$ cat src/duplicate_address_resolver_macros.svh
// assertion macros for the duplicate address resolver
// used by the top level only; expects clk and arst_n in scope
`ifndef DUPLICATE_ADDRESS_RESOLVER_MACROS_SVH
`define DUPLICATE_ADDRESS_RESOLVER_MACROS_SVH

// property that holds at every clock edge outside reset
`define DAR_ASSERT_ALWAYS(label, expr, msg) \
	label: assert property (@(posedge clk) disable iff (!arst_n) (expr)) \
		else $error(msg);

// same-cycle implication
`define DAR_ASSERT_IMP(label, ante, cons, msg) \
	label: assert property (@(posedge clk) disable iff (!arst_n) (ante) |-> (cons)) \
		else $error(msg);

`endif

$ cat src/dar_pkg.sv
// shared types, codes and constants of the duplicate address resolver
// no dependencies; used by the interfaces, the cells, the controller and the top level
`default_nettype none

package dar_pkg;

	localparam int MAX_NODES_DEF = 64;

	localparam int ADDR_W   = 16;
	localparam int MAC_W    = 48;
	localparam int MACX_W   = 49;
	localparam int STATUS_W = 2;
	localparam int IDXO_W   = 6;
	localparam int ENTRY_W  = 3 * ADDR_W + MAC_W;

	localparam int MIN_NODES = 2;
	localparam logic [ADDR_W-1:0] NO_ADDR = 16'hCCCC;

	// result status codes
	localparam logic [STATUS_W-1:0] STAT_OK     = 2'd0;
	localparam logic [STATUS_W-1:0] STAT_REPROG = 2'd1;
	localparam logic [STATUS_W-1:0] STAT_FEW    = 2'd2;
	localparam logic [STATUS_W-1:0] STAT_OVF    = 2'd3;

	// packet operations along the cell chain
	localparam logic [1:0] OP_FETCH = 2'd0;
	localparam logic [1:0] OP_ADDR  = 2'd1;
	localparam logic [1:0] OP_MAC   = 2'd2;

	typedef struct packed {
		logic [ADDR_W-1:0] na;
		logic [ADDR_W-1:0] ga;
		logic [ADDR_W-1:0] di;
		logic [MAC_W-1:0]  mac;
	} entry_t;

	typedef struct packed {
		logic [1:0]         op;
		logic               hit;
		logic [ENTRY_W-1:0] data;
	} pkt_body_t;

	typedef struct packed {
		logic      vld;
		pkt_body_t body;
	} pkt_t;

	// what one cell hands to the next
	typedef struct packed {
		logic filled;
		logic tok;
		pkt_t pkt;
	} link_t;

	// broadcast from the controller to every cell
	typedef struct packed {
		logic   load;
		logic   clear;
		logic   advance;
		entry_t entry;
	} cmd_t;

endpackage

`default_nettype wire

$ cat src/dar_if.sv
// input and output channel interfaces of the duplicate address resolver
// depends on dar_pkg for the field widths
`default_nettype none

interface dar_in_if;
	logic                         valid;
	logic                         ready;
	logic [dar_pkg::ADDR_W-1:0]   node_addr;
	logic [dar_pkg::ADDR_W-1:0]   group_addr;
	logic [dar_pkg::ADDR_W-1:0]   diag_id;
	logic [dar_pkg::MAC_W-1:0]    mac_addr;
	logic                         last_node;

	modport source (output valid, output node_addr, output group_addr, output diag_id,
		output mac_addr, output last_node, input ready);
	modport sink (input valid, input node_addr, input group_addr, input diag_id,
		input mac_addr, input last_node, output ready);
endinterface

interface dar_out_if;
	logic                         valid;
	logic                         ready;
	logic [dar_pkg::STATUS_W-1:0] status;
	logic [dar_pkg::IDXO_W-1:0]   node_index;
	logic [dar_pkg::ADDR_W-1:0]   new_node_addr;
	logic [dar_pkg::ADDR_W-1:0]   new_group_addr;
	logic [dar_pkg::MAC_W-1:0]    new_mac_addr;

	modport source (output valid, output status, output node_index, output new_node_addr,
		output new_group_addr, output new_mac_addr, input ready);
	modport sink (input valid, input status, input node_index, input new_node_addr,
		input new_group_addr, input new_mac_addr, output ready);
endinterface

`default_nettype wire

$ cat src/dar_ctrl.sv
// controller: loads items into the cell chain, runs the scan and the searches,
// and holds the result register; depends on dar_pkg and the channel interfaces
`default_nettype none

module dar_ctrl #(
	parameter int MAX_NODES = dar_pkg::MAX_NODES_DEF
) (
	input  logic           clk,
	input  logic           arst_n,
	dar_in_if.sink         in_ch,
	dar_out_if.source      out_ch,
	output dar_pkg::cmd_t  cmd,
	output dar_pkg::link_t head,
	input  dar_pkg::link_t tail
);

	localparam int IDX_W = $clog2(MAX_NODES);
	localparam int CNT_W = IDX_W + 1;
	localparam int EW    = dar_pkg::ENTRY_W;
	localparam int AW    = dar_pkg::ADDR_W;
	localparam int XW    = dar_pkg::MACX_W;
	localparam int IOW   = dar_pkg::IDXO_W;

	localparam logic [3:0] S_LOAD   = 4'd0;
	localparam logic [3:0] S_START  = 4'd1;
	localparam logic [3:0] S_ADV    = 4'd2;
	localparam logic [3:0] S_FETCH  = 4'd3;
	localparam logic [3:0] S_WFETCH = 4'd4;
	localparam logic [3:0] S_CHKA   = 4'd5;
	localparam logic [3:0] S_CHKM   = 4'd6;
	localparam logic [3:0] S_WCHK   = 4'd7;
	localparam logic [3:0] S_DEC    = 4'd8;
	localparam logic [3:0] S_ASRCH  = 4'd9;
	localparam logic [3:0] S_MSRCH  = 4'd10;
	localparam logic [3:0] S_EMIT   = 4'd11;

	logic [3:0]                   state_q;
	logic [CNT_W-1:0]             count_q;
	logic                         ovf_q;
	logic [IDX_W-1:0]             idx_q;
	logic                         found_q;
	logic [CNT_W-1:0]             inflight_q;
	logic                         out_vld_q;

	dar_pkg::entry_t              ent_q;
	logic                         a_hit_q;
	logic                         m_hit_q;
	logic [XW-1:0]                cand_q;
	logic [AW-1:0]                new_na_q;
	logic [XW-1:0]                new_mac_q;
	logic [dar_pkg::STATUS_W-1:0] res_status_q;

	logic [dar_pkg::STATUS_W-1:0] o_status_q;
	logic [IOW-1:0]               o_idx_q;
	logic [AW-1:0]                o_na_q;
	logic [AW-1:0]                o_ga_q;
	logic [dar_pkg::MAC_W-1:0]    o_mac_q;

	logic                         acc;
	logic                         emit_go;
	logic                         srch_done;
	logic                         first_free;
	dar_pkg::pkt_t                inj;
	logic [CNT_W-1:0]             idx_nx;
	logic [IDX_W+IOW-1:0]         idx_wide;
	logic [AW-1:0]                addr_start;

	assign in_ch.ready = (state_q == S_LOAD);
	assign acc         = in_ch.valid && in_ch.ready;
	assign emit_go     = (state_q == S_EMIT) && (!out_vld_q || out_ch.ready);
	assign srch_done   = found_q && (inflight_q == '0);
	assign first_free  = tail.pkt.vld && !found_q && !tail.pkt.body.hit;
	assign idx_nx      = CNT_W'(idx_q) + CNT_W'(1);
	assign idx_wide    = {{IOW{1'b0}}, idx_q};
	assign addr_start  = (ent_q.di != '0) ? ent_q.di : ent_q.na;

	always_comb begin
		cmd.load      = acc;
		cmd.clear     = emit_go;
		cmd.advance   = (state_q == S_ADV);
		cmd.entry.na  = in_ch.node_addr;
		cmd.entry.ga  = in_ch.group_addr;
		cmd.entry.di  = in_ch.diag_id;
		cmd.entry.mac = in_ch.mac_addr;
	end

	// packet entering the first cell
	always_comb begin
		inj.vld       = 1'b0;
		inj.body.op   = dar_pkg::OP_FETCH;
		inj.body.hit  = 1'b0;
		inj.body.data = '0;
		unique case (state_q)
			S_FETCH: begin
				inj.vld = 1'b1;
			end
			S_CHKA: begin
				inj.vld       = 1'b1;
				inj.body.op   = dar_pkg::OP_ADDR;
				inj.body.data = EW'(ent_q.na);
			end
			S_CHKM: begin
				inj.vld       = 1'b1;
				inj.body.op   = dar_pkg::OP_MAC;
				inj.body.data = EW'(ent_q.mac);
			end
			S_ASRCH: begin
				inj.vld       = !found_q;
				inj.body.op   = dar_pkg::OP_ADDR;
				inj.body.data = EW'(cand_q[AW-1:0]);
			end
			S_MSRCH: begin
				inj.vld       = !found_q;
				inj.body.op   = dar_pkg::OP_MAC;
				inj.body.data = EW'(cand_q);
			end
			default: begin
			end
		endcase
	end

	always_comb begin
		head.filled = 1'b1;
		head.tok    = (idx_q == '0);
		head.pkt    = inj;
	end

	always_ff @(posedge clk or negedge arst_n) begin
		if (!arst_n) begin
			state_q    <= S_LOAD;
			count_q    <= '0;
			ovf_q      <= 1'b0;
			idx_q      <= '0;
			found_q    <= 1'b0;
			inflight_q <= '0;
			out_vld_q  <= 1'b0;
		end else begin
			inflight_q <= inflight_q + CNT_W'(inj.vld) - CNT_W'(tail.pkt.vld);
			if (emit_go) begin
				out_vld_q <= 1'b1;
			end else if (out_ch.ready) begin
				out_vld_q <= 1'b0;
			end
			unique case (state_q)
				S_LOAD: begin
					if (acc) begin
						if (count_q == CNT_W'(MAX_NODES)) begin
							ovf_q <= 1'b1;
						end else begin
							count_q <= count_q + CNT_W'(1);
						end
						if (in_ch.last_node) begin
							state_q <= S_START;
						end
					end
				end
				S_START: begin
					if (ovf_q || count_q < CNT_W'(dar_pkg::MIN_NODES)) begin
						state_q <= S_EMIT;
					end else begin
						idx_q   <= '0;
						state_q <= S_ADV;
					end
				end
				S_ADV:   state_q <= S_FETCH;
				S_FETCH: state_q <= S_WFETCH;
				S_WFETCH: begin
					if (tail.pkt.vld) begin
						state_q <= S_CHKA;
					end
				end
				S_CHKA:  state_q <= S_CHKM;
				S_CHKM:  state_q <= S_WCHK;
				S_WCHK: begin
					if (tail.pkt.vld && tail.pkt.body.op == dar_pkg::OP_MAC) begin
						state_q <= S_DEC;
					end
				end
				S_DEC: begin
					found_q <= 1'b0;
					if (a_hit_q) begin
						state_q <= S_ASRCH;
					end else if (m_hit_q) begin
						state_q <= S_MSRCH;
					end else if (idx_nx == count_q) begin
						state_q <= S_EMIT;
					end else begin
						idx_q   <= idx_nx[IDX_W-1:0];
						state_q <= S_ADV;
					end
				end
				S_ASRCH: begin
					if (first_free) begin
						found_q <= 1'b1;
					end
					if (srch_done) begin
						found_q <= 1'b0;
						state_q <= m_hit_q ? S_MSRCH : S_EMIT;
					end
				end
				S_MSRCH: begin
					if (first_free) begin
						found_q <= 1'b1;
					end
					if (srch_done) begin
						state_q <= S_EMIT;
					end
				end
				S_EMIT: begin
					if (emit_go) begin
						count_q   <= '0;
						ovf_q     <= 1'b0;
						state_q   <= S_LOAD;
					end
				end
				default: state_q <= S_LOAD;
			endcase
		end
	end

	always_ff @(posedge clk) begin
		unique case (state_q)
			S_START: begin
				res_status_q <= ovf_q ? dar_pkg::STAT_OVF : dar_pkg::STAT_FEW;
			end
			S_WFETCH: begin
				if (tail.pkt.vld) begin
					ent_q <= dar_pkg::entry_t'(tail.pkt.body.data);
				end
			end
			S_WCHK: begin
				if (tail.pkt.vld && tail.pkt.body.op == dar_pkg::OP_ADDR) begin
					a_hit_q <= tail.pkt.body.hit;
				end
				if (tail.pkt.vld && tail.pkt.body.op == dar_pkg::OP_MAC) begin
					m_hit_q <= tail.pkt.body.hit && (ent_q.mac != '0);
				end
			end
			S_DEC: begin
				new_na_q     <= dar_pkg::NO_ADDR;
				new_mac_q    <= {1'b0, ent_q.mac};
				res_status_q <= (a_hit_q || m_hit_q) ? dar_pkg::STAT_REPROG : dar_pkg::STAT_OK;
				cand_q       <= a_hit_q ? XW'(addr_start) : ({1'b0, ent_q.mac} + XW'(1));
			end
			S_ASRCH: begin
				if (inj.vld) begin
					cand_q <= XW'(cand_q[AW-1:0] + AW'(1));
				end
				if (first_free) begin
					new_na_q <= tail.pkt.body.data[AW-1:0];
				end
				if (srch_done) begin
					cand_q <= {1'b0, ent_q.mac} + XW'(1);
				end
			end
			S_MSRCH: begin
				if (inj.vld) begin
					cand_q <= cand_q + XW'(1);
				end
				if (first_free) begin
					new_mac_q <= tail.pkt.body.data[XW-1:0];
				end
			end
			default: begin
			end
		endcase

		if (emit_go) begin
			o_status_q <= res_status_q;
			if (res_status_q == dar_pkg::STAT_REPROG) begin
				o_idx_q <= idx_wide[IOW-1:0];
				o_na_q  <= new_na_q;
				o_ga_q  <= ent_q.ga;
				o_mac_q <= new_mac_q[dar_pkg::MAC_W-1:0];
			end else begin
				o_idx_q <= '0;
				o_na_q  <= '0;
				o_ga_q  <= '0;
				o_mac_q <= '0;
			end
		end
	end

	assign out_ch.valid          = out_vld_q;
	assign out_ch.status         = o_status_q;
	assign out_ch.node_index     = o_idx_q;
	assign out_ch.new_node_addr  = o_na_q;
	assign out_ch.new_group_addr = o_ga_q;
	assign out_ch.new_mac_addr   = o_mac_q;

endmodule

`default_nettype wire

$ cat src/flat_wrapper.sv
// flat-port wrapper written by rule: the top's interface ports become plain ports
module dar_ctrl_flat 
#(
	parameter int MAX_NODES = dar_pkg::MAX_NODES_DEF
)
  (clk, arst_n, cmd, head, tail, in_ch_valid, in_ch_node_addr, in_ch_group_addr, in_ch_diag_id, in_ch_mac_addr, in_ch_last_node, in_ch_ready, out_ch_valid, out_ch_status, out_ch_node_index, out_ch_new_node_addr, out_ch_new_group_addr, out_ch_new_mac_addr, out_ch_ready);
  dar_in_if in_ch_i ();
  dar_out_if out_ch_i ();
  input  logic clk;
  input  logic arst_n;
  output dar_pkg::cmd_t cmd;
  output dar_pkg::link_t head;
  input  dar_pkg::link_t tail;
  input wire logic [$bits(in_ch_i.valid)-1:0] in_ch_valid;
  input wire logic [$bits(in_ch_i.node_addr)-1:0] in_ch_node_addr;
  input wire logic [$bits(in_ch_i.group_addr)-1:0] in_ch_group_addr;
  input wire logic [$bits(in_ch_i.diag_id)-1:0] in_ch_diag_id;
  input wire logic [$bits(in_ch_i.mac_addr)-1:0] in_ch_mac_addr;
  input wire logic [$bits(in_ch_i.last_node)-1:0] in_ch_last_node;
  output wire logic [$bits(in_ch_i.ready)-1:0] in_ch_ready;
  output wire logic [$bits(out_ch_i.valid)-1:0] out_ch_valid;
  output wire logic [$bits(out_ch_i.status)-1:0] out_ch_status;
  output wire logic [$bits(out_ch_i.node_index)-1:0] out_ch_node_index;
  output wire logic [$bits(out_ch_i.new_node_addr)-1:0] out_ch_new_node_addr;
  output wire logic [$bits(out_ch_i.new_group_addr)-1:0] out_ch_new_group_addr;
  output wire logic [$bits(out_ch_i.new_mac_addr)-1:0] out_ch_new_mac_addr;
  input wire logic [$bits(out_ch_i.ready)-1:0] out_ch_ready;
  assign in_ch_i.valid = in_ch_valid;
  assign in_ch_i.node_addr = in_ch_node_addr;
  assign in_ch_i.group_addr = in_ch_group_addr;
  assign in_ch_i.diag_id = in_ch_diag_id;
  assign in_ch_i.mac_addr = in_ch_mac_addr;
  assign in_ch_i.last_node = in_ch_last_node;
  assign in_ch_ready = in_ch_i.ready;
  assign out_ch_valid = out_ch_i.valid;
  assign out_ch_status = out_ch_i.status;
  assign out_ch_node_index = out_ch_i.node_index;
  assign out_ch_new_node_addr = out_ch_i.new_node_addr;
  assign out_ch_new_group_addr = out_ch_i.new_group_addr;
  assign out_ch_new_mac_addr = out_ch_i.new_mac_addr;
  assign out_ch_i.ready = out_ch_ready;
  dar_ctrl #(.MAX_NODES(MAX_NODES)) u_core (.clk(clk), .arst_n(arst_n), .in_ch(in_ch_i), .out_ch(out_ch_i), .cmd(cmd), .head(head), .tail(tail));
endmodule
$ cat config.mk
export PLATFORM = sky130hd
export DESIGN_NAME = dar_ctrl_flat
export DESIGN_NICKNAME = d
export VERILOG_FILES = /design/src/duplicate_address_resolver_macros.svh /design/src/dar_pkg.sv /design/src/dar_if.sv /design/src/dar_ctrl.sv /design/src/flat_wrapper.sv
export SDC_FILE = /design/constraint.sdc
export NUM_CORES = 1
export LEC_CHECK = 0
export ABC_AREA = 1
export BUFFER_PORTS_ARGS = -buffer_cell sky130_fd_sc_hd__buf_2
export CAP_MARGIN = 20
export CORE_MARGIN = 2
export CORE_UTILIZATION = 40
export CTS_CLUSTER_SIZE = 30
export DETAILED_ROUTE_END_ITERATION = 8
export SYNTH_ARGS = -nofsm -noshare
export SYNTH_HDL_FRONTEND = slang
export SYNTH_SLANG_ARGS = --single-unit
export TNS_END_PERCENT = 5
$ cat constraint.sdc
create_clock -name clk -period 11.7 [get_ports clk]
set_clock_uncertainty 0.05 [all_clocks]
set_input_delay 3.51 -clock clk [delete_from_list [all_inputs] [get_ports clk]]
set_output_delay 3.51 -clock clk [all_outputs]
set_load 0.02 [all_outputs]
* Yosys cells after proc, flatten, opt, wreduce, memory -nomap -nowiden
Index checks and enable logic that the tools add are counted.
Widths: inputs -> output; s select.
** Storage, ports and cells
- Bits in registers :: 328
- Input port bits :: 203
** Operators by class
- Multiplexer cells :: 47
- Magnitude comparators :: 1
- Add/sub/neg operators :: 7
- Eq/ne operators :: 33
- Reduce and logical (&&, ||, !) cells :: 39
** Operators by type and width (count)
- $mux 49 :: 4
- $pmux 49 s4 :: 1
- $pmux 49 s3 :: 1
- $pmux 48 s2 :: 1
- $add 48x1->49 const B :: 1
- $add 49x1->49 const B :: 1
- $mux 48 :: 1
- $pmux 4 s12 :: 1
- $reduce_bool 48->1 :: 1
- $mux 4 :: 11
- $mux 16 :: 2
- $pmux 16 s2 :: 1
- $mux 6 :: 4
- $mux 7 :: 3
- $ne 2x2->1 const B :: 9
- $add 16x1->17 const B :: 1
- $eq 4x3->1 const B :: 4
- $eq 4x4->1 const B :: 4
- $reduce_bool 16->1 :: 1
- $ne 2x1->1 const B :: 7
- $pmux 7 s2 :: 1
- $pmux 6 s2 :: 1
- $mux 1 :: 10
- $reduce_and 2->1 :: 5
- other kinds (29) :: 51

* Depth between registers and ports, before layout
Gate-level depths: netlist of run 1.
- Depth after elaboration :: 6
- Gate-level depth with buffers :: 19
- Depth with buffers taken out :: 19

* Least setup slack after synthesis of run 1
Ideal clock, no wire load.
- Path kind :: input to output
- Start :: input out_ch_ready
- End :: output cmd[97] in the netlist's numbering
- Path buffers :: 1
- Setup slack :: 0.275 ns
- Stages :: 3
- Arrival :: 7.865 ns
- Path through :: nor2_1 > nor2_1 > buf_4
** On the way
- Word-level cells in the longest chain between the ends :: 2
** Ends and longest elaborated chain
- start: declaration :: line flat_wrapper.sv:27 : input wire logic [$bits(out_ch_i.ready)-1:0] out_ch_ready;
- $logic_or 1x1->1 :: line dar_ctrl.sv:70 : assign emit_go = (state_q == S_EMIT) && (!out_vld_q || out_ch.ready);
- $logic_and 1x1->1 :: line dar_ctrl.sv:70
- end: declaration :: line flat_wrapper.sv:11 : output dar_pkg::cmd_t cmd;
Every way passes these cells.

==> impl_metrics.json, run 1 <==
{
  "synthTopCellsByArea": "edfxtp_1 (50%), nand2_1 (7.3%), buf_4 (6.2%)",
  "synth-async-reset-ratio_pct": 8.23,
  "hold_class": "register to register",
  "setup_ws_ps": 4050,
  "fin_setup_tns_ps": 0,
  "clockBufferDepth": 3,
  "setup_viol": 0,
  "die-area_mm2": 0.0466,
  "reg2reg_to": "u_core.inflight_q[6]",
  "fin_hold_ws_ps": 453,
  "timing.final.hold_violations": 0,
  "cts_resized": 0,
  "wl_um": 55400,
  "ys_types": 50,
  "crit_path_max_fanout": 2,
  "rows": 77,
  "worstSetupEndpoint": "cmd[97]",
  "routabilityCongestion": 0.939,
  "synth_top_area_share_pct": 50.4,
  "postSynthAreaPerCell_um2": 9.11,
  "vdd_ir_drop_max_mv": 0.127,
  "cts-buffers-inserted": 39,
  "seq_area_frac_synth_pct": 54.1,
  "drt-pass1-iter-count": 5,
  "regToRegSetupSlack_ps": 7330,
  "drt-initial-drc-count": 1326,
  "dp_cells": 2676,
  "dpl.hpwl_um": 41500,
  "die_height_um": 216,
  "wire_per_inst_um": 20.2,
  "clkLatencyLatePin_ps": 560,
  "r2r-start": "u_core.state_q[3]",
  "period_needed_ps": 7650,
  "p_leak_nw": 8.53,
  "clock-sinks": 328,
  "overflow": 0,
  "layout-drive-gt1-share_pct": 18.2,
  "io_pins": 494,
  "tightestPinTransition_ps": 1170,
  "critPathKind": "input port to output port",
  "io_buffers": 250,
  "drv_cap": 0,
  "cp_data_required_time_ps": 8140,
  "yosys_warnings": 0,
  "grt_max_degree": 88,
  "slew_headroom_pct": 21.5,
  "cts_tree": "yes",
  "cp-start-kind": "input port",
  "drc": 0,
  "synth_area_leader_cell": "edfxtp_1",
  "layoutNonFillerInstCount": 2748,
  "avgViaCountPerCell": 5.19,
  "crit_arrival_ps": 4090,
  "start_util_pct": 40.6,
  "ant_nets": 0,
  "antenna_found_initial": 4,
  "grtUsageTotal_pct": 23.4,
  "netlist_area_mm2": 0.0179,
  "synth-edff-count": 301,
  "ys_ff_latch": 328,
  "clk_pin_slew_ps": 60,
  "clockRootBuffer": "clkbuf_16",
  "total_power_mw": 4.01,
  "die_width_um": 216,
  "powerDensity_mw_per_mm2": 199,
  "min_period_over_period_pct": 65.4,
  "syn_inst": 1971,
  "cts_setup_buffers": 0,
  "area_delta_synth_final_pct": 12.6,
  "dp_slack_ps": 4040,
  "ctsHtreeMaxLevel": 2,
  "endpoint_kind": "output port",
  "rsz0062_at_grt": "false",
  "maxSlewViolCount": 0,
  "nNetsFinal": 2345,
  "fmax_mhz": 131,
  "synth_top_flop_cell": "edfxtp_1",
  "grt_pass1_wl_um": 82700,
  "grt_pass1_vias": 13284,
  "fp.coreArea_mm2": 0.0442,
  "vias": 14269,
  "worstHoldStart": "u_core.res_status_q[1]",
  "setup.worst_path.start": "out_ch_ready",
  "outcome": "finished, final reports clean",
  "holdBufCountCts": 0,
  "reg2reg_depth": 16
}
## worst max-delay path, stage by stage
cell and delay (ps):
buf_2 100, nor2_1 210, nor2_4 100, buf_2 170
## logic make-up after synthesis
family	Yosys count	synth area share (%)
buffers and inverters	496	13.6
XOR/XNOR	37	1.81
adder cells (fa/ha/maj)	17	1.23
AO/OA/AOI/OAI	244	7.86
other	2	0.0418
AND/OR/NAND/NOR	847	21.3
flip-flops	328	54.1
## final cells by class
| type | instances | area [um^2] |
|---|---|---|
| Fill cell | 4234 | 24000 |
| Sequential cell | 328 | 9710 |
| Multi-Input combinational cell | 1194 | 6010 |
| Timing Repair Buffer | 260 | 1330 |
| Inverter | 302 | 1130 |
| Clock buffer | 43 | 991 |
| Tap cell | 592 | 741 |
| Clock inverter | 28 | 292 |
| Antenna cell | 1 | 2.50 |
## metal layers
metal	wire, um	up-vias	GRT usage (%)
li1	-	6733	-
met1	25000	6687	34.4
met2	23500	738	33.6
met3	5070	105	4.76
met4	1800	6	8.69
met5	69	-	0.729
## registers in the layout, indices dropped and copies added, names as in the netlist, 2 cells and up
name                          count
u_core.cand_q                    49
u_core.new_na_q                  16
u_core.res_status_q               2
u_core.inflight_q                 7
u_core.state_q                    4
u_core.count_q                    7
u_core.idx_q                      6
u_core.out_ch.node_index          6
u_core.new_mac_q                 48
u_core.out_ch.new_mac_addr       48
u_core.out_ch.new_node_addr      16
u_core.ent_q                     96
u_core.out_ch.status              2
u_core.out_ch.new_group_addr     16
## through the flow
stage | utilization [%] | instance area [um^2]
after floorplan | - | 18100
after global placement | 42.8 | 18900
after detailed placement | 42.8 | 18900
after CTS | 45.7 | 20200
after global routing | 45.7 | 20200
final | 45.7 | 20200
## how the worst min path moves through the flow
stage | slack (ps) | cells past startpoint | to
floorplan | 380 | 0 | u_core.out_ch.status[1]
global placement | 430 | 0 | u_core.out_ch.status[1]
detailed placement | 420 | 0 | u_core.out_ch.status[1]
CTS | 450 | 0 | u_core.out_ch.status[1]
global route | 430 | 0 | u_core.out_ch.status[1]
finish | 450 | 0 | u_core.out_ch.status[1]
## Yosys cell counts (all sizes together), types with 2 or more instances
master	instances
buf	162
conb	2
nor3b	2
nor4	20
o221ai	19
nand2	361
nand4	49
o22ai	32
ha	16
o21ai	129
o31ai	4
clkinv	2
inv	300
xnor2	8
edfxtp	301
dfrtp	27
a21oi	42
nand3	114
nor3	47
a31oi	2
nor2	250
clkbuf	32
o211ai	11
a22oi	2
nand3b	2
xor2	29
## cell usage in the layout, fill, tap and decap left out, drive strengths merged, types with 19 or more instances in the layout
cell type  netlist  final
edfxtp         301    301
o221ai          19     19
conb             2     49
a21oi           42     42
o22ai           32     32
dfrtp           27     27
nor4            20     20
xor2            29     29
nand4           49     49
nor3            47     47
clkbuf          32     43
nor2           250    250
inv            300    301
buf            162    260
nand2          361    361
nand3          114    114
o21ai          129    129
clkinv           2     22
## power breakdown
part	switching, mW	internal [mW]	leakage [nW]
clock	0.507	0.725	0.622
sequential	0.139	1.54	3.08
combinational	0.794	0.304	4.83
No activity file was read; power rests on OpenSTA's default activity.
==> inputs of run 2 (changes only) <==
--- a/config.mk
+++ b/config.mk
@@ -12,6 +12,7 @@
 export CORE_UTILIZATION = 40
 export CTS_CLUSTER_SIZE = 30
 export DETAILED_ROUTE_END_ITERATION = 8
+export PLACE_DENSITY = 0.66
 export SYNTH_ARGS = -nofsm -noshare
 export SYNTH_HDL_FRONTEND = slang
 export SYNTH_SLANG_ARGS = --single-unit
==> constraint.sdc (replaced) <==
create_clock -name clk -period 6.7 [get_ports clk]
set_clock_uncertainty 0.05 [all_clocks]
set_input_delay 2.01 -clock clk [delete_from_list [all_inputs] [get_ports clk]]
set_output_delay 2.01 -clock clk [all_outputs]
set_load 0.02 [all_outputs]
==> impl_metrics.json, run 2 (synthesis gave the netlist of run 1 again) <==
{
  "holdPathStages": 0,
  "grt_pass1_wl_um": 81000,
  "min_to": "u_core.out_ch.status[1]",
  "antenna_found_initial": 4,
  "cts_tree": "yes",
  "switchingPower_mw": 2.52,
  "cts_resized": 0,
  "critPathKind": "register to output port",
  "die_width_um": 216,
  "clockRootBuffer": "clkbuf_16",
  "drt-pass1-iter-count": 6,
  "total_power_mw": 6.97,
  "wl_um": 54400,
  "cts_setup_buffers": 0,
  "grtUsageTotal_pct": 22.8,
  "vdd_ir_drop_max_mv": 0.214,
  "cp_data_required_time_ps": 4640,
  "powerDensity_mw_per_mm2": 345,
  "clk_pin_slew_ps": 60,
  "ant_nets": 0,
  "clkLatencyLatePin_ps": 570,
  "reg_top3": "u_core.ent_q x96, u_core.cand_q x49",
  "layout-drive-gt1-share_pct": 18.1,
  "overflow": 0,
  "grt_pass1_vias": 13407,
  "final_common_cell": "nand2_1",
  "combPwrFrac_pct": 27.7,
  "reg2reg_depth": 19,
  "post-route-util_pct": 45.6,
  "min_period_over_period_pct": 77.9,
  "io_pins": 494,
  "crit_arrival_ps": 3160,
  "p_clk_share_pct": 30.1,
  "switching_share_pct": 36.2,
  "fmax_mhz": 192,
  "p_int_mw": 4.45,
  "avgViaCountPerCell": 5.20,
  "setup_ws_ps": 1480,
  "vias": 14292,
  "die_height_um": 216,
  "period_needed_ps": 5220,
  "grt_max_degree": 97,
  "outcome": "finished, final reports clean",
  "ctsHtreeMaxLevel": 2,
  "multi_input_area_mm2": 0.00601,
  "worstHoldStart": "u_core.res_status_q[1]",
  "regToRegSetupSlack_ps": 2630,
  "holdBufCountCts": 0,
  "cp-start-kind": "register",
  "dp_slack_ps": 1710,
  "nNetsFinal": 2342,
  "drt-initial-drc-count": 1487,
  "final_cell_mix": "nand2_1 (348), edfxtp_1 (301), inv_1 (283), buf_2 (250), nor2_1 (226)",
  "largest_reg_flops": 96,
  "r2r-start": "u_core.state_q[2]",
  "cts-buffers-inserted": 38,
  "rows": 77,
  "routabilityCongestion": 0.976,
  "clockBufferDepth": 3,
  "slew_headroom_pct": 24.9,
  "drv_cap": 0,
  "fin_hold_ws_ps": 416,
  "setup_viol": 0,
  "die-area_mm2": 0.0466,
  "crit_path_max_fanout": 37,
  "drc": 0,
  "endpoint_kind": "output port",
  "area_delta_synth_final_pct": 12.5,
  "timing.final.hold_violations": 0,
  "hold_class": "register to register",
  "maxSlewViolCount": 0,
  "nFillCells": 4310,
  "dpl.hpwl_um": 40800,
  "p_leak_nw": 8.50,
  "tightestPinTransition_ps": 1120,
  "p_seq_share_pct": 42.2,
  "io_buffers": 250,
  "rsz0062_at_grt": "false",
  "wire_per_inst_um": 19.8,
  "reg2reg_to": "u_core.inflight_q[6]",
  "start_util_pct": 40.6,
  "layout.area.seq_mm2": 0.00971,
  "fp.coreArea_mm2": 0.0442,
  "regMostFlops": "u_core.ent_q",
  "clock-sinks": 328
}
-- run 2: cell count changes in the layout (fill, tap and decap cells not counted) --
cell        delta
diode_2        +4
clkbuf_1       -3
nor3_4         +1
bufinv_16      -1
buf_4          -3
clkinv_4       -3
clkinv_1       +1
clkinvlp_4     +4
nor3_2         -1
buf_12         +1
-- run 2: cell type report --
class / count / share of cell area [%]
Inverter: 302 / 5.62
Timing Repair Buffer: 258 / 6.56
Antenna cell: 5 / 0.0620
Clock buffer: 40 / 4.85
Clock inverter: 29 / 1.33
Sequential cell: 328 / 48.1
Tap cell: 592 / 3.67
Multi-Input combinational cell: 1194 / 29.8
-- run 2: metrics by stage --
stage / TNS, ps / cell area [um^2] / std cells
floorplan: -1730 / 18100 / 2018
global placement: 0 / 18900 / 2674
detailed placement: 0 / 18900 / 2674
CTS: 0 / 20200 / 2743
global route: 0 / 20200 / 2747
finish: 0 / 20200 / 2748
-- run 2: metal layers --
layer	track usage, %	wire length (um)	vias up	part of all wire, %
li1	-	-	6716	-
met1	32.8	24100	6740	44
met2	33.0	23400	715	43
met3	5.10	4800	121	8.8
met4	9.45	2080	0	3.8
met5	0	0	-	0
-- run 2: worst max-delay path: stages, from the launching register on --
cell	delay, ps
dfrtp_1	480
inv_2	60
nor2_2	160
nand2_2	460
nand2_4	420
clkinv_1	360
o221ai_1	420
buf_2	240
-- run 2: how the worst max path moves through the flow --
stage | end | from | slack, ps | cells past startpoint
6_report | head[14] | u_core.state_q[1] | 1480 | 7
5_1_grt | head[16] | u_core.state_q[1] | 1290 | 7
4_1_cts | head[6] | u_core.state_q[1] | 1480 | 7
3_5_place_dp | cmd[97] | out_ch_ready | 1710 | 4
3_3_place_gp | cmd[97] | out_ch_ready | 1720 | 4
2_1_floorplan | cmd[97] | out_ch_ready | -1730 | 3
-- run 2: power by group through the flow --
stage / registers, mW / logic, mW / clock network, mW
4_1_cts: 2.93 / 1.92 / 2.14
3_5_place_dp: 2.97 / 1.92 / 0
6_report: 2.94 / 1.93 / 2.10
5_1_grt: 2.97 / 2.13 / 2.23
3_3_place_gp: 2.96 / 1.88 / 0
2_1_floorplan: 2.99 / 1.36 / 0
==> inputs of run 3 (changes only) <==
==> constraint.sdc (replaced) <==
create_clock -name clk -period 4.7 [get_ports clk]
set_clock_uncertainty 0.05 [all_clocks]
set_input_delay 1.41 -clock clk [delete_from_list [all_inputs] [get_ports clk]]
set_output_delay 1.41 -clock clk [all_outputs]
set_load 0.02 [all_outputs]
==> impl_metrics.json, run 3 (synthesis gave the netlist of run 1 again) <==
{
  "timing.final.hold_violations": 0,
  "combPwrFrac_pct": 27.9,
  "die_width_um": 216,
  "drc": 0,
  "wl_um": 55400,
  "ctsHtreeMaxLevel": 2,
  "drt-initial-drc-count": 1541,
  "rows": 77,
  "cp_data_required_time_ps": 3240,
  "fp.coreArea_mm2": 0.0442,
  "p_int_mw": 6.26,
  "wire_per_inst_um": 20.1,
  "clockRootBuffer": "clkbuf_16",
  "clkLatencyLatePin_ps": 580,
  "fin_hold_ws_ps": 400,
  "cp-start-kind": "register",
  "routabilityCongestion": 0.978,
  "critPathKind": "register to output port",
  "p_clk_share_pct": 29.7,
  "p_leak_nw": 8.55,
  "largest_reg_flops": 96,
  "avgViaCountPerCell": 5.19,
  "clock-sinks": 328,
  "regMostFlops": "u_core.ent_q",
  "grt_pass1_vias": 13479,
  "powerDensity_mw_per_mm2": 490,
  "vdd_ir_drop_max_mv": 0.276,
  "stdcell_area_mm2": 0.0202,
  "final_cell_mix": "nand2_1 (348), edfxtp_1 (301), inv_1 (283), buf_2 (250), nor2_1 (226)",
  "switchingPower_mw": 3.63,
  "crit_path_max_fanout": 17,
  "crit_arrival_ps": 3030,
  "vias": 14317,
  "cts-buffers-inserted": 39,
  "antenna_found_initial": 3,
  "placed_area_mm2": 0.0190,
  "io_pins": 494,
  "maxSlewViolCount": 0,
  "grtUsageTotal_pct": 23.2,
  "setup_viol": 0,
  "final_common_cell": "nand2_1",
  "min_period_over_period_pct": 95.6,
  "overflow": 0,
  "endpoint_kind": "output port",
  "cts_tree": "yes",
  "fmax_mhz": 223,
  "hold_class": "register to register",
  "ant_nets": 0,
  "cts_resized": 0,
  "io_buffers": 250,
  "nNetsFinal": 2349,
  "tightestPinTransition_ps": 1170,
  "cts_setup_buffers": 0,
  "clk_pin_slew_ps": 60,
  "holdBufCountCts": 0,
  "total_power_mw": 9.90,
  "die_height_um": 216,
  "period_needed_ps": 4490,
  "switching_share_pct": 36.7,
  "p_seq_share_pct": 42.4,
  "grt_max_degree": 73,
  "drt-pass1-iter-count": 6,
  "nFillCells": 4220,
  "rsz0062_at_grt": "false",
  "outcome": "finished, final reports clean",
  "dpl.hpwl_um": 41800,
  "die-area_mm2": 0.0466,
  "drv_cap": 0,
  "reg_top3": "u_core.ent_q x96, u_core.cand_q x49",
  "layout-drive-gt1-share_pct": 18.6,
  "clockBufferDepth": 3,
  "slew_headroom_pct": 21.1,
  "grt_pass1_wl_um": 82200,
  "start_util_pct": 40.6,
  "area_delta_synth_final_pct": 12.5
}
## run 3: cell types whose count changed in the layout (fill, tap and decap cells not counted), sizes merged
cell / change
clkinvlp: -4
clkinv: +3
bufinv: -2
inv: +4
clkbuf: +2
buf: +6
## run 3: final timing paths
check / start / endpoint / slack, ps / cells past startpoint
worst max-delay path: u_core.state_q[0] / head[6] / 210 / 7
min in group asynchronous: arst_n / u_core.inflight_q[3] / 830 / 1
max in group asynchronous: arst_n / u_core.count_q[4] / 3330 / 1
worst min register to register: u_core.res_status_q[1] / u_core.out_ch.status[1] / 400 / 0
worst max register to register: u_core.state_q[3] / u_core.inflight_q[6] / 960 / 15
worst min-delay path: u_core.res_status_q[1] / u_core.out_ch.status[1] / 400 / 0
## run 3: layout make-up
type | instances | area [um^2] | area share [%]
clock inverters | 30 | 235 | 1.16
inverters | 302 | 1130 | 5.61
multi-input cells | 1194 | 6010 | 29.8
repair buffers | 264 | 1360 | 6.72
clock buffers | 42 | 987 | 4.89
well taps | 592 | 741 | 3.67
diodes | 5 | 12.5 | 0.0620
flip-flops and latches | 328 | 9710 | 48.1
## run 3: worst max-delay path, cell delays in order (launching register included)
cell and delay (ps):
dfrtp_1 490, inv_2 70, nor2_2 140, nand2_1 380, nand2_4 370, clkinv_1 350, o221ai_1 410, buf_2 240
## run 3: power groups by stage
| stage | Sequential, mW | Clock (mW) | Combinational [mW] |
|---|---|---|---|
| finish | 4.19 | 2.94 | 2.76 |
| global route | 4.24 | 3.11 | 3.05 |
| CTS | 4.18 | 3.00 | 2.76 |
| detailed placement | 4.24 | 0 | 2.74 |
| global placement | 4.23 | 0 | 2.69 |
| floorplan | 4.25 | 0 | 1.95 |
## run 3: metal layers
metal	global-route usage (%)	routed length [um]
met5	0.833	48
met4	9.26	2010
met3	6.06	5280
met2	33.9	24000
met1	32.6	24000
## run 3: per-stage QoR
step / setup WS, ps / cells / setup TNS [ps] / utilization, %
finish: 209 / 2757 / 0 / 45.7
global route: 50.4 / 2755 / 0 / 45.7
CTS: 178 / 2752 / 0 / 45.6
detailed placement: 790 / 2680 / 0 / 42.9
global placement: 811 / 2680 / 0 / 42.9
floorplan: -964 / 2018 / -41630 / -
